**src/sv/sldd_pkg.sv**
```systemverilog
// Shared types and constants for the sync/length/id deframer.
// No dependencies; imported by the core, output buffer and top level.
package sldd_pkg;

  // default number of bytes in the little-endian length field
  localparam int LENGTH_BYTES_DEF = 2;

  localparam int SYNC_W   = 32;
  localparam int BYTE_W   = 8;
  localparam int COUNT_W  = 16;
  localparam int OUT_DW   = 56;  // 49 field bits padded to whole bytes
  localparam int OUT_UW   = 3;

  // one result beat
  typedef struct packed {
    logic               sync_found;
    logic               length_error;
    logic               data_valid;
    logic [BYTE_W-1:0]  data_out;
    logic [COUNT_W-1:0] data_offset;
    logic               packet_done;
    logic [BYTE_W-1:0]  packet_id;
    logic [COUNT_W-1:0] payload_length;
    logic               count_exhausted;
  } sldd_result_t;

endpackage

```
**src/sv/sldd_core.sv**
```systemverilog
// Deframer state and per-byte update logic; produces one result per step.
// Depends on sldd_pkg.
module sldd_core #(
  parameter int LENGTH_BYTES = sldd_pkg::LENGTH_BYTES_DEF
) (
  input  logic                          clk,
  input  logic                          rst_n,
  input  logic                          step,
  input  logic                          req_restart,
  input  logic [sldd_pkg::BYTE_W-1:0]   rx_byte,
  input  logic                          cfg_we,
  input  logic [sldd_pkg::SYNC_W-1:0]   cfg_sync_word,
  output sldd_pkg::sldd_result_t        res
);
  import sldd_pkg::*;

  localparam logic [1:0] PH_SYNC = 2'd0;
  localparam logic [1:0] PH_LEN  = 2'd1;
  localparam logic [1:0] PH_ID   = 2'd2;
  localparam logic [1:0] PH_DATA = 2'd3;

  localparam int KW = (LENGTH_BYTES > 1) ? $clog2(LENGTH_BYTES) : 1;

  logic [SYNC_W-1:0]  sync_word_r;
  logic [1:0]         phase_r, phase_nxt;
  logic [SYNC_W-1:0]  pattern_r, pattern_nxt;
  logic [COUNT_W-1:0] length_r, length_nxt;
  logic [COUNT_W-1:0] remain_r, remain_nxt;
  logic [BYTE_W-1:0]  id_r, id_nxt;
  logic [COUNT_W-1:0] offset_r, offset_nxt;
  logic               ovf_r, ovf_nxt;

  logic [COUNT_W-1:0] remain_dec;
  logic [COUNT_W-1:0] k_full;
  logic [KW-1:0]      k;
  logic               finished;

  // position within the length field and the decremented count
  assign remain_dec = remain_r - 16'd1;
  assign k_full     = COUNT_W'(LENGTH_BYTES) - remain_r;
  assign k          = k_full[KW-1:0];
  assign finished   = (remain_r == '0) && (phase_r != PH_SYNC);

  // next state and result flags for one beat
  always_comb begin
    phase_nxt   = phase_r;
    pattern_nxt = pattern_r;
    length_nxt  = length_r;
    remain_nxt  = remain_r;
    id_nxt      = id_r;
    offset_nxt  = offset_r;
    ovf_nxt     = ovf_r;
    res         = '0;
    if (req_restart) begin
      offset_nxt = '0;
      length_nxt = '0;
      id_nxt     = '0;
      phase_nxt  = PH_SYNC;
    end else if (!finished) begin
      case (phase_r)
        PH_SYNC: begin
          pattern_nxt = {rx_byte, pattern_r[SYNC_W-1:BYTE_W]};
          if (pattern_nxt == sync_word_r) begin
            phase_nxt      = PH_LEN;
            remain_nxt     = COUNT_W'(LENGTH_BYTES);
            res.sync_found = 1'b1;
          end
        end
        PH_LEN: begin
          if (k == '0) begin
            length_nxt = '0;
            ovf_nxt    = 1'b0;
          end
          // only the two low bytes hold length bits, higher ones saturate
          if ((k >> 1) == '0) begin
            if (k[0]) length_nxt[15:8] = length_nxt[15:8] | rx_byte;
            else      length_nxt[7:0]  = length_nxt[7:0] | rx_byte;
          end else if (rx_byte != '0) begin
            ovf_nxt = 1'b1;
          end
          remain_nxt = remain_dec;
          if (remain_dec == '0) begin
            if (ovf_nxt) length_nxt = '1;
            if (length_nxt == '0) begin
              phase_nxt        = PH_SYNC;
              res.length_error = 1'b1;
            end else begin
              remain_nxt = length_nxt;
              phase_nxt  = PH_ID;
            end
          end
        end
        PH_ID: begin
          id_nxt     = rx_byte;
          remain_nxt = remain_dec;
          if (remain_dec == '0) res.packet_done = 1'b1;
          else                  phase_nxt = PH_DATA;
        end
        default: begin
          res.data_valid  = 1'b1;
          res.data_out    = rx_byte;
          res.data_offset = offset_r;
          offset_nxt      = offset_r + 16'd1;
          remain_nxt      = remain_dec;
          if (remain_dec == '0) res.packet_done = 1'b1;
        end
      endcase
    end
    res.packet_id       = id_nxt;
    res.payload_length  = (length_nxt == '0) ? '0 : (length_nxt - 16'd1);
    res.count_exhausted = (remain_nxt == '0);
  end

  // state update on each accepted beat
  always_ff @(posedge clk) begin
    if (!rst_n) begin
      phase_r   <= PH_SYNC;
      pattern_r <= '0;
      length_r  <= '0;
      remain_r  <= '0;
      id_r      <= '0;
      offset_r  <= '0;
      ovf_r     <= 1'b0;
    end else if (step) begin
      phase_r   <= phase_nxt;
      pattern_r <= pattern_nxt;
      length_r  <= length_nxt;
      remain_r  <= remain_nxt;
      id_r      <= id_nxt;
      offset_r  <= offset_nxt;
      ovf_r     <= ovf_nxt;
    end
  end

  // sync word register
  always_ff @(posedge clk) begin
    if (!rst_n) begin
      sync_word_r <= '0;
    end else if (cfg_we) begin
      sync_word_r <= cfg_sync_word;
    end
  end

  // a restart always lands in the syncing phase
  a_restart_sync: assert property (@(posedge clk) disable iff (!rst_n)
    step && req_restart |=> phase_r == PH_SYNC)
    else $error("restart did not return to syncing");

  // a sync match loads the length field count
  a_sync_loads: assert property (@(posedge clk) disable iff (!rst_n)
    step && res.sync_found |=> remain_r == COUNT_W'(LENGTH_BYTES) && phase_r == PH_LEN)
    else $error("sync match did not start length field");

  // a finished packet leaves no bytes to read
  a_done_empty: assert property (@(posedge clk) disable iff (!rst_n)
    step && res.packet_done |=> remain_r == '0 && phase_r != PH_SYNC)
    else $error("packet done with bytes remaining");

endmodule

```
**src/sv/sldd_obuf.sv**
```systemverilog
// Two-entry output register with skid stage for result beats.
// Depends on sldd_pkg.
module sldd_obuf (
  input  logic                   clk,
  input  logic                   rst_n,
  input  logic                   push,
  input  sldd_pkg::sldd_result_t push_data,
  output logic                   push_ready,
  output logic                   out_valid,
  input  logic                   out_ready,
  output sldd_pkg::sldd_result_t out_data
);
  import sldd_pkg::*;

  logic         main_valid_r;
  logic         skid_valid_r;
  sldd_result_t main_data_r;
  sldd_result_t skid_data_r;
  logic         pop;

  assign pop        = main_valid_r && out_ready;
  assign push_ready = !skid_valid_r;
  assign out_valid  = main_valid_r;
  assign out_data   = main_data_r;

  // valid flags
  always_ff @(posedge clk) begin
    if (!rst_n) begin
      main_valid_r <= 1'b0;
      skid_valid_r <= 1'b0;
    end else if (skid_valid_r) begin
      if (pop) skid_valid_r <= 1'b0;
    end else if (push) begin
      if (!main_valid_r || pop) main_valid_r <= 1'b1;
      else                      skid_valid_r <= 1'b1;
    end else if (pop) begin
      main_valid_r <= 1'b0;
    end
  end

  // payload registers
  always_ff @(posedge clk) begin
    if (skid_valid_r) begin
      if (pop) main_data_r <= skid_data_r;
    end else if (push) begin
      if (!main_valid_r || pop) main_data_r <= push_data;
      else                      skid_data_r <= push_data;
    end
  end

  // the skid stage is only used behind a full main stage
  a_skid_behind_main: assert property (@(posedge clk) disable iff (!rst_n)
    skid_valid_r |-> main_valid_r)
    else $error("skid stage holds a beat with main stage empty");

  // a beat in the skid stage moves up on a pop
  a_skid_moves: assert property (@(posedge clk) disable iff (!rst_n)
    skid_valid_r && pop |=> main_valid_r && !skid_valid_r)
    else $error("skid beat lost on pop");

  // a push with nothing leaving fills a stage
  a_push_kept: assert property (@(posedge clk) disable iff (!rst_n)
    push && push_ready && !pop |=> main_valid_r && (skid_valid_r || !$past(main_valid_r)))
    else $error("pushed beat not stored");

endmodule

```
**src/sv/sync_length_id_deframer_top.sv**
```systemverilog
// Top level of the sync/length/id deframer: stream ports and beat packing.
// Depends on sldd_pkg, sldd_core and sldd_obuf.
//
// Usage: each input beat carries one received byte (in_tuser = 0) or a
// restart command (in_tuser = 1). The block hunts for the 32-bit sync word
// written on the cfg channel, reads a little-endian length field, one ID
// byte and then length minus one payload bytes, streaming each payload byte
// out with its offset. Every input beat gives exactly one output beat.
// The result of a beat is registered in the output buffer before it is shown on out_*.
// Throughput: one beat per cycle while in_tready is high; the per-byte
// update is a single pass of a 32-bit compare and a 16-bit decrement
// between the state registers and the output register.
// Stalls: a skid stage behind the output register keeps in_tready high while
// one result waits; in_tready drops only when both stages are full.
// Reset: synchronous active-low rst_n clears the deframer state and the sync
// word to zero; there is no clearing pass and cfg_ready is always high.
// The user must write the sync word only while the block is idle; the block does not enforce it.
module sync_length_id_deframer_top #(
  parameter int LENGTH_BYTES = sldd_pkg::LENGTH_BYTES_DEF
) (
  input  logic                          clk,
  input  logic                          rst_n,
  // input stream
  input  logic                          in_tvalid,
  output logic                          in_tready,
  input  logic [7:0]                    in_tdata,   // [7:0] rx_byte
  input  logic                          in_tuser,   // [0] req_type
  // result stream
  output logic                          out_tvalid,
  input  logic                          out_tready,
  // [7:0] data_out, [23:8] data_offset, [31:24] packet_id,
  // [47:32] payload_length, [48] count_exhausted, [55:49] zero
  output logic [sldd_pkg::OUT_DW-1:0]   out_tdata,
  // [0] sync_found, [1] length_error, [2] data_valid
  output logic [sldd_pkg::OUT_UW-1:0]   out_tuser,
  output logic                          out_tlast,  // packet_done
  // configuration: sync word
  input  logic                          cfg_valid,
  output logic                          cfg_ready,
  input  logic [sldd_pkg::SYNC_W-1:0]   cfg_data
);
  import sldd_pkg::*;

  logic         in_accept;
  sldd_result_t step_res;
  sldd_result_t out_res;

  assign in_accept = in_tvalid && in_tready;
  assign cfg_ready = 1'b1;

  sldd_core #(
    .LENGTH_BYTES(LENGTH_BYTES)
  ) u_core (
    .clk          (clk),
    .rst_n        (rst_n),
    .step         (in_accept),
    .req_restart  (in_tuser),
    .rx_byte      (in_tdata),
    .cfg_we       (cfg_valid && cfg_ready),
    .cfg_sync_word(cfg_data),
    .res          (step_res)
  );

  sldd_obuf u_obuf (
    .clk       (clk),
    .rst_n     (rst_n),
    .push      (in_accept),
    .push_data (step_res),
    .push_ready(in_tready),
    .out_valid (out_tvalid),
    .out_ready (out_tready),
    .out_data  (out_res)
  );

  // result beat packing
  assign out_tdata = {7'd0, out_res.count_exhausted, out_res.payload_length,
                      out_res.packet_id, out_res.data_offset, out_res.data_out};
  assign out_tuser = {out_res.data_valid, out_res.length_error, out_res.sync_found};
  assign out_tlast = out_res.packet_done;

endmodule
```
**config.mk**
```make
export PLATFORM = sky130hd
export DESIGN_NAME = sync_length_id_deframer_top
export DESIGN_NICKNAME = d
export VERILOG_FILES = /design/src/sv/sldd_pkg.sv /design/src/sv/sldd_core.sv /design/src/sv/sldd_obuf.sv /design/src/sv/sync_length_id_deframer_top.sv
export SDC_FILE = /design/constraint.sdc
export NUM_CORES = 1
export LEC_CHECK = 0
export BUFFER_PORTS_ARGS = -buffer_cell sky130_fd_sc_hd__buf_2
export CAP_MARGIN = 20
export CORE_AREA = 2 2 154 156
export CTS_CLUSTER_DIAMETER = 50
export DETAILED_ROUTE_END_ITERATION = 10
export DIE_AREA = 0 0 156 158
export PLACE_DENSITY_LB_ADDON = 0.15
export SETUP_SLACK_MARGIN = 0.15
export SYNTH_ARGS = -nofsm -noshare
export SYNTH_HDL_FRONTEND = slang
export SYNTH_SLANG_ARGS = --single-unit
```
**constraint.sdc**
```tcl
create_clock -name clk -period 4.8 [get_ports clk]
set_input_delay 0.24 -clock clk [delete_from_list [all_inputs] [get_ports clk]]
set_output_delay 0.24 -clock clk [all_outputs]
set_load 0.05 [all_outputs]
```
# Yosys cells after proc, flatten, opt, wreduce, memory -nomap -nowiden

Index checks and enable logic that the tools add are counted.

Input port bits: 46
Bits in registers: 231
Output and inout bits: 63
Logic and storage cells: 134

Multiplexer cells: 60
Eq/ne operators: 10
Bitwise gates (word level): 6
Reduce and logical (&&, ||, !) cells: 26
$add $sub $neg: 4

Operator list:

| kind                  | count |
|---|---|
| $mux 16               | 22 |
| $mux 53               | 4 |
| $logic_not 16->1      | 5 |
| $mux 28               | 2 |
| $mux 8                | 5 |
| $eq 32x32->1          | 1 |
| $pmux 16 s2           | 1 |
| $sub 16x1->16 const B | 2 |
| $mux 25               | 1 |
| $mux 1                | 18 |
| $add 16x1->16 const B | 1 |
| $or 8x8->8            | 2 |
| $mux 2                | 6 |
| $reduce_and 3->1      | 4 |
| $reduce_and 4->1      | 2 |
| $reduce_bool 2->1     | 4 |
| $ne 3x2->1 const B    | 2 |
| $pmux 2 s3            | 1 |
| $reduce_and 6->1      | 1 |
| $ne 2x1->1 const B    | 2 |
| $ne 2x2->1 const B    | 2 |
| $not 1->1             | 4 |
| $reduce_bool 4->1     | 1 |
| $logic_and 1x1->1     | 3 |
| 9 further kinds       | 10 |

# Depth between registers and ports, before layout

Word-level depth: 22
Mapped depth: 21
Depth with buffers taken out: 18

# Cells and area by module

From an unflattened synthesis, not the netlist that was laid out.

Cell total of the unflattened synthesis: 1126
Area, all modules: 11496.0 sq um

By module, submodules not included:

| module                      | area an instance (sq um) | instances | sequential area each (sq um) | cells each |
|---|---|---|---|---|
| sldd_core                   | 7487.2                   | 1         | 2302.2                       | 936 |
| sldd_obuf                   | 3935.0                   | 1         | 3223.1                       | 179 |
| sync_length_id_deframer_top | 73.8                     | 1         | 0.0                          | 11 |

# Worst setup path before layout

No wires, ideal clock.

Kind: reg2reg
Start point: register u_obuf.skid_valid_r
End point: register u_obuf.main_data_r, in the netlist u_obuf.out_data[0] (enable)
Buffers on the path: 3
Setup slack: 0.532 ns
Library setup time: 0.481 ns
Stages on the path, launching flop included: 7
Clock period less this slack: 4.268 ns
Arrival time: 3.786 ns
Required time: 4.319 ns
Cell sequence: dfxtp_1 > clkbuf_1 > nor2b_1 > clkbuf_1 > clkbuf_1 > a21oi_1 > a21oi_1

Word-level cells in the longest chain between the ends: 4
Elaborated cells between the ends (all ways): 6
Classes of those cells: 1 x eq/ne; 5 x reduce/logical

Ends and longest elaborated chain:

| item                         | RTL line                          | source |
|---|---|---|
| start, declared              | sldd_obuf.sv:16                   | `logic skid_valid_r;` |
| start signal, assigned       | sldd_obuf.sv:30                   | `skid_valid_r <= 1'b0;` |
| start signal, assigned       | sldd_obuf.sv:32                   | `if (pop) skid_valid_r <= 1'b0;` |
| start signal, assigned       | sldd_obuf.sv:35                   | `else skid_valid_r <= 1'b1;` |
| $logic_not 1->1              | sldd_obuf.sv:22                   | `assign push_ready = !skid_valid_r;` |
| $logic_and 1x1->1            | sync_length_id_deframer_top.sv:48 | `assign in_accept = in_tvalid && in_tready;` |
| $reduce_bool 2->1 (no line)  | -                                 |  |
| $reduce_and 3->1 (no line) * | -                                 |  |
| end signal, assigned         | sldd_obuf.sv:44                   | `if (pop) main_data_r <= skid_data_r;` |
| end signal, assigned         | sldd_obuf.sv:46                   | `if (!main_valid_r \|\| pop) main_data_r <= push_data;` |
| end, declared                | sldd_obuf.sv:17                   | `sldd_result_t main_data_r;` |

Every way passes the cells marked *; elsewhere a longest branch is shown, timed or not.
A chain may end at the register's enable or synchronous reset.

==> metrics <==
status finished clean; synthesized area 11,100 sq um; cts repair resizes 0; placer congestion estimate 0.948; Post-synth ARST share 0%; Starting DRT DRC Count 746; initial antenna violation count 0; Synth area leaders edfxtp_1 (29%), dfxtp_1 (21%), nand2_1 (5.6%), nor2_1 (4.9%), mux2i_1 (4.2%); clk sink count 223; Power Internal 3.54 mW; Max Clock Freq 0.238 GHz; Clk pwr share 40.0%; Max Slew Vio Count 0; clk_skew 0.00971 ns; Clock Latency Late Sink 0.54 ns; Setup-failing EPs final 0; Longest Clk Path Bufs 3; pre-CTS WS 0.544 ns; register area share after synthesis 50.0%; Mapped Cells 1,149; drt first pass iters 5; final hold vios 0; Worst Hold Path Cells 3; largest net degree at the start of global routing 60; die footprint 24,600 sq um; vias in the first global route 8,408; distinct cell type count after synthesis 84; CTS root buffer clkbuf_16; Post-DP HPWL 19,400 um; crit end category flip-flop; CP Max Fanout 29; fin crit share 87.6%; clock transition at the registers of the reported paths 0.06 ns; Worst-Margin Slew 0.935 ns; Worst setup SP type flip-flop; cts bufs inserted 28; dpl cells 1,483; ANT cells 0; Slew HR 37.5%; Post-synth top flop dfxtp_1; Avg Cell Area, Syn 9.62 sq um; layout cells sized above 1 17.9%; Area Overhead vs Synth 17.2%; Final Non-Filler Cells 1,571; nets 1,314; setup_tns 0 ns; unrepaired setup endpoints after global routing no; Syn. warnings 0; floorplan row count 56; Reg area 5530 sq um; DRC 0; DIE WIDTH 156 um; PwrDens 385 nW/um^2; post-synth top area cell edfxtp_1; worst min-delay path class in -> reg; # IOs 109; starting density of the core 48.0%; Die H 158 um; via count 8,832; worst vdd ir 0.282 mV; GRT Total Usage 23.6%; vias per inst 5.62; max cap viols 0; final wirelength 29,200 um; Flop pwr share 43.3%; GRT Residual Overflow 0; Pleak 5.19 nW; global-route wire length before repair 46,200 um; Wirelength per Cell 18.6 um; Req. time, crit path 5.09 ns; CTS H-tree lvls 1; Synth top area share 28.8%; PortBufs 100; switching part of the total power 29.1%; #FFs+latches synth 223; EDFF count, synth 106; CTS tree yes; WS Path Type reg -> reg; Worst R2R Path Depth 14; antenna-violating nets left 0; NetSw 1.45 mW; Multi-input gate area 5100 sq um; combinational power share 16.7%; core area 23,100 sq um; fillcell total 2,029; final worst setup slack 0.594 ns; critical path arrival 4.50 ns; Final Critical Period 4.21 ns
-- metrics by stage --
stage	hold WS, ns	util, %	power [mW]	area [sq um]
final	0.0313	56.2	4.99	13000
after global routing	0.0407	56.2	5.20	13000
after CTS	0.0115	56.1	5.03	12900
after detailed placement	0.447	50.9	3.00	11700
after global placement	0.442	50.9	3.00	11700
after floorplan	0.342	-	2.82	11100
-- registers in the layout, summed over array words and instances, names as in the netlist --
signal,count
u_obuf.skid_valid_r,1
u_core.id_r,8
u_core.pattern_r,24
u_core.length_r,16
u_core.remain_r,16
u_core.phase_r,2
u_obuf.out_valid,1
u_core.sync_word_r,32
u_obuf.skid_data_r,53
u_core.ovf_r,1
u_core.offset_r,16
u_obuf.out_data,53
-- layer usage --
metal	up-vias	share of wire, %	track usage [%]
li1	4313	-	-
met4	0	2.2	6.60
met1	4186	45	32.5
met2	283	47	38.8
met3	50	5.8	3.61
met5	-	0	0
-- power groups by stage --
stage          registers, mW  clock network, mW  logic, mW
3_3_place_gp            2.20                  0      0.801
2_1_floorplan           2.36                  0      0.460
3_5_place_dp            2.20                  0      0.802
6_report                2.16               2.00      0.832
5_1_grt                 2.17               2.13      0.903
4_1_cts                 2.16               2.05      0.825
-- cells in the final DEF, fill, tap and decap left out, drive strengths merged, types with 4 or more instances in the layout --
cell type | Yosys | layout
a21oi | 90 | 90
dfxtp | 117 | 117
nand4 | 11 | 11
xnor2 | 14 | 14
nor2 | 146 | 146
clkinv | 0 | 5
buf | 30 | 126
edfxtp | 106 | 106
mux2 | 29 | 29
mux2i | 46 | 46
inv | 16 | 22
nand2 | 167 | 167
nor3 | 26 | 26
or3 | 7 | 7
o22ai | 8 | 8
and2 | 4 | 4
clkbuf | 55 | 39
and3 | 33 | 33
nor4 | 18 | 18
nand3 | 17 | 17
a31oi | 8 | 8
dlygate4sd3 | 0 | 33
conb | 2 | 8
xor2 | 50 | 50
a211oi | 11 | 11
o211ai | 5 | 5
o21ai | 36 | 36
ha | 9 | 9
o31ai | 30 | 30
-- path summary, 6_finish.rpt --
check | from | end | slack (ns)
setup reg to reg | u_core.remain_r[0]$_SDFFE_PN0P_ | u_obuf.out_data[5]$_DFFE_PP_ | 0.59
hold reg to reg | u_core.id_r[1]$_SDFFE_PN0P_ | u_core.id_r[1]$_SDFFE_PN0P_ | 0.45
setup / recovery | u_core.remain_r[0]$_SDFFE_PN0P_ | u_obuf.out_data[5]$_DFFE_PP_ | 0.59
hold / removal | in_tvalid | u_obuf.skid_valid_r$_SDFF_PN0_ | 0.03
-- layout make-up --
cell class	instances	share of cell area, %
clock buffer	39	5.80
clock inverter	13	1.02
inverter	16	0.463
multi-input combinational	831	39.4
sequential	223	42.6
tap	290	2.80
timing repair buffer	159	7.92
-- cell families after synthesis --
logic type	Yosys count	synth area share (%)
simple gates	456	19.4
flops	223	50.0
compound gates	219	13.0
buf+inv	101	4.29
mux	75	7.15
xor+xnor	64	5.07
fa+ha+maj	9	1.02
other cells	2	0.0679
-- cell usage after synthesis, drive strengths merged (4+ instances only) --
cell	number
edfxtp	106
nand3	17
and3	33
nor2	146
nor3	26
buf	30
o22ai	8
a21oi	90
and2	4
o211ai	5
a31oi	8
mux2	29
or3	7
clkbuf	55
nor4	18
o21ai	36
a211oi	11
mux2i	46
dfxtp	117
xor2	50
xnor2	14
inv	16
nand4	11
nand2	167
ha	9
o31ai	30
-- what timing repair did --
action / in CTS / in global routing
endpoints found under the hold margin: 33 / 0
setup endpoints to repair: 0 / 2
hold buffers: 33 / 0
setup buffers: 0 / 3
-- worst max-delay path, stage by stage (launching register included) --
cell and delay [ns]:
dfxtp_1 0.43, inv_1 0.16, ha_1 0.31, nor3b_4 0.18, buf_4 0.18, and4_1 0.27
a21oi_2 0.50, a21oi_1 0.30, o21ai_0 0.14, a21oi_1 0.06, buf_4 0.15, nor4_1 0.43
and4_4 0.53, a21oi_4 0.05, mux2_4 0.27
(Power assumes the default switching activity.)
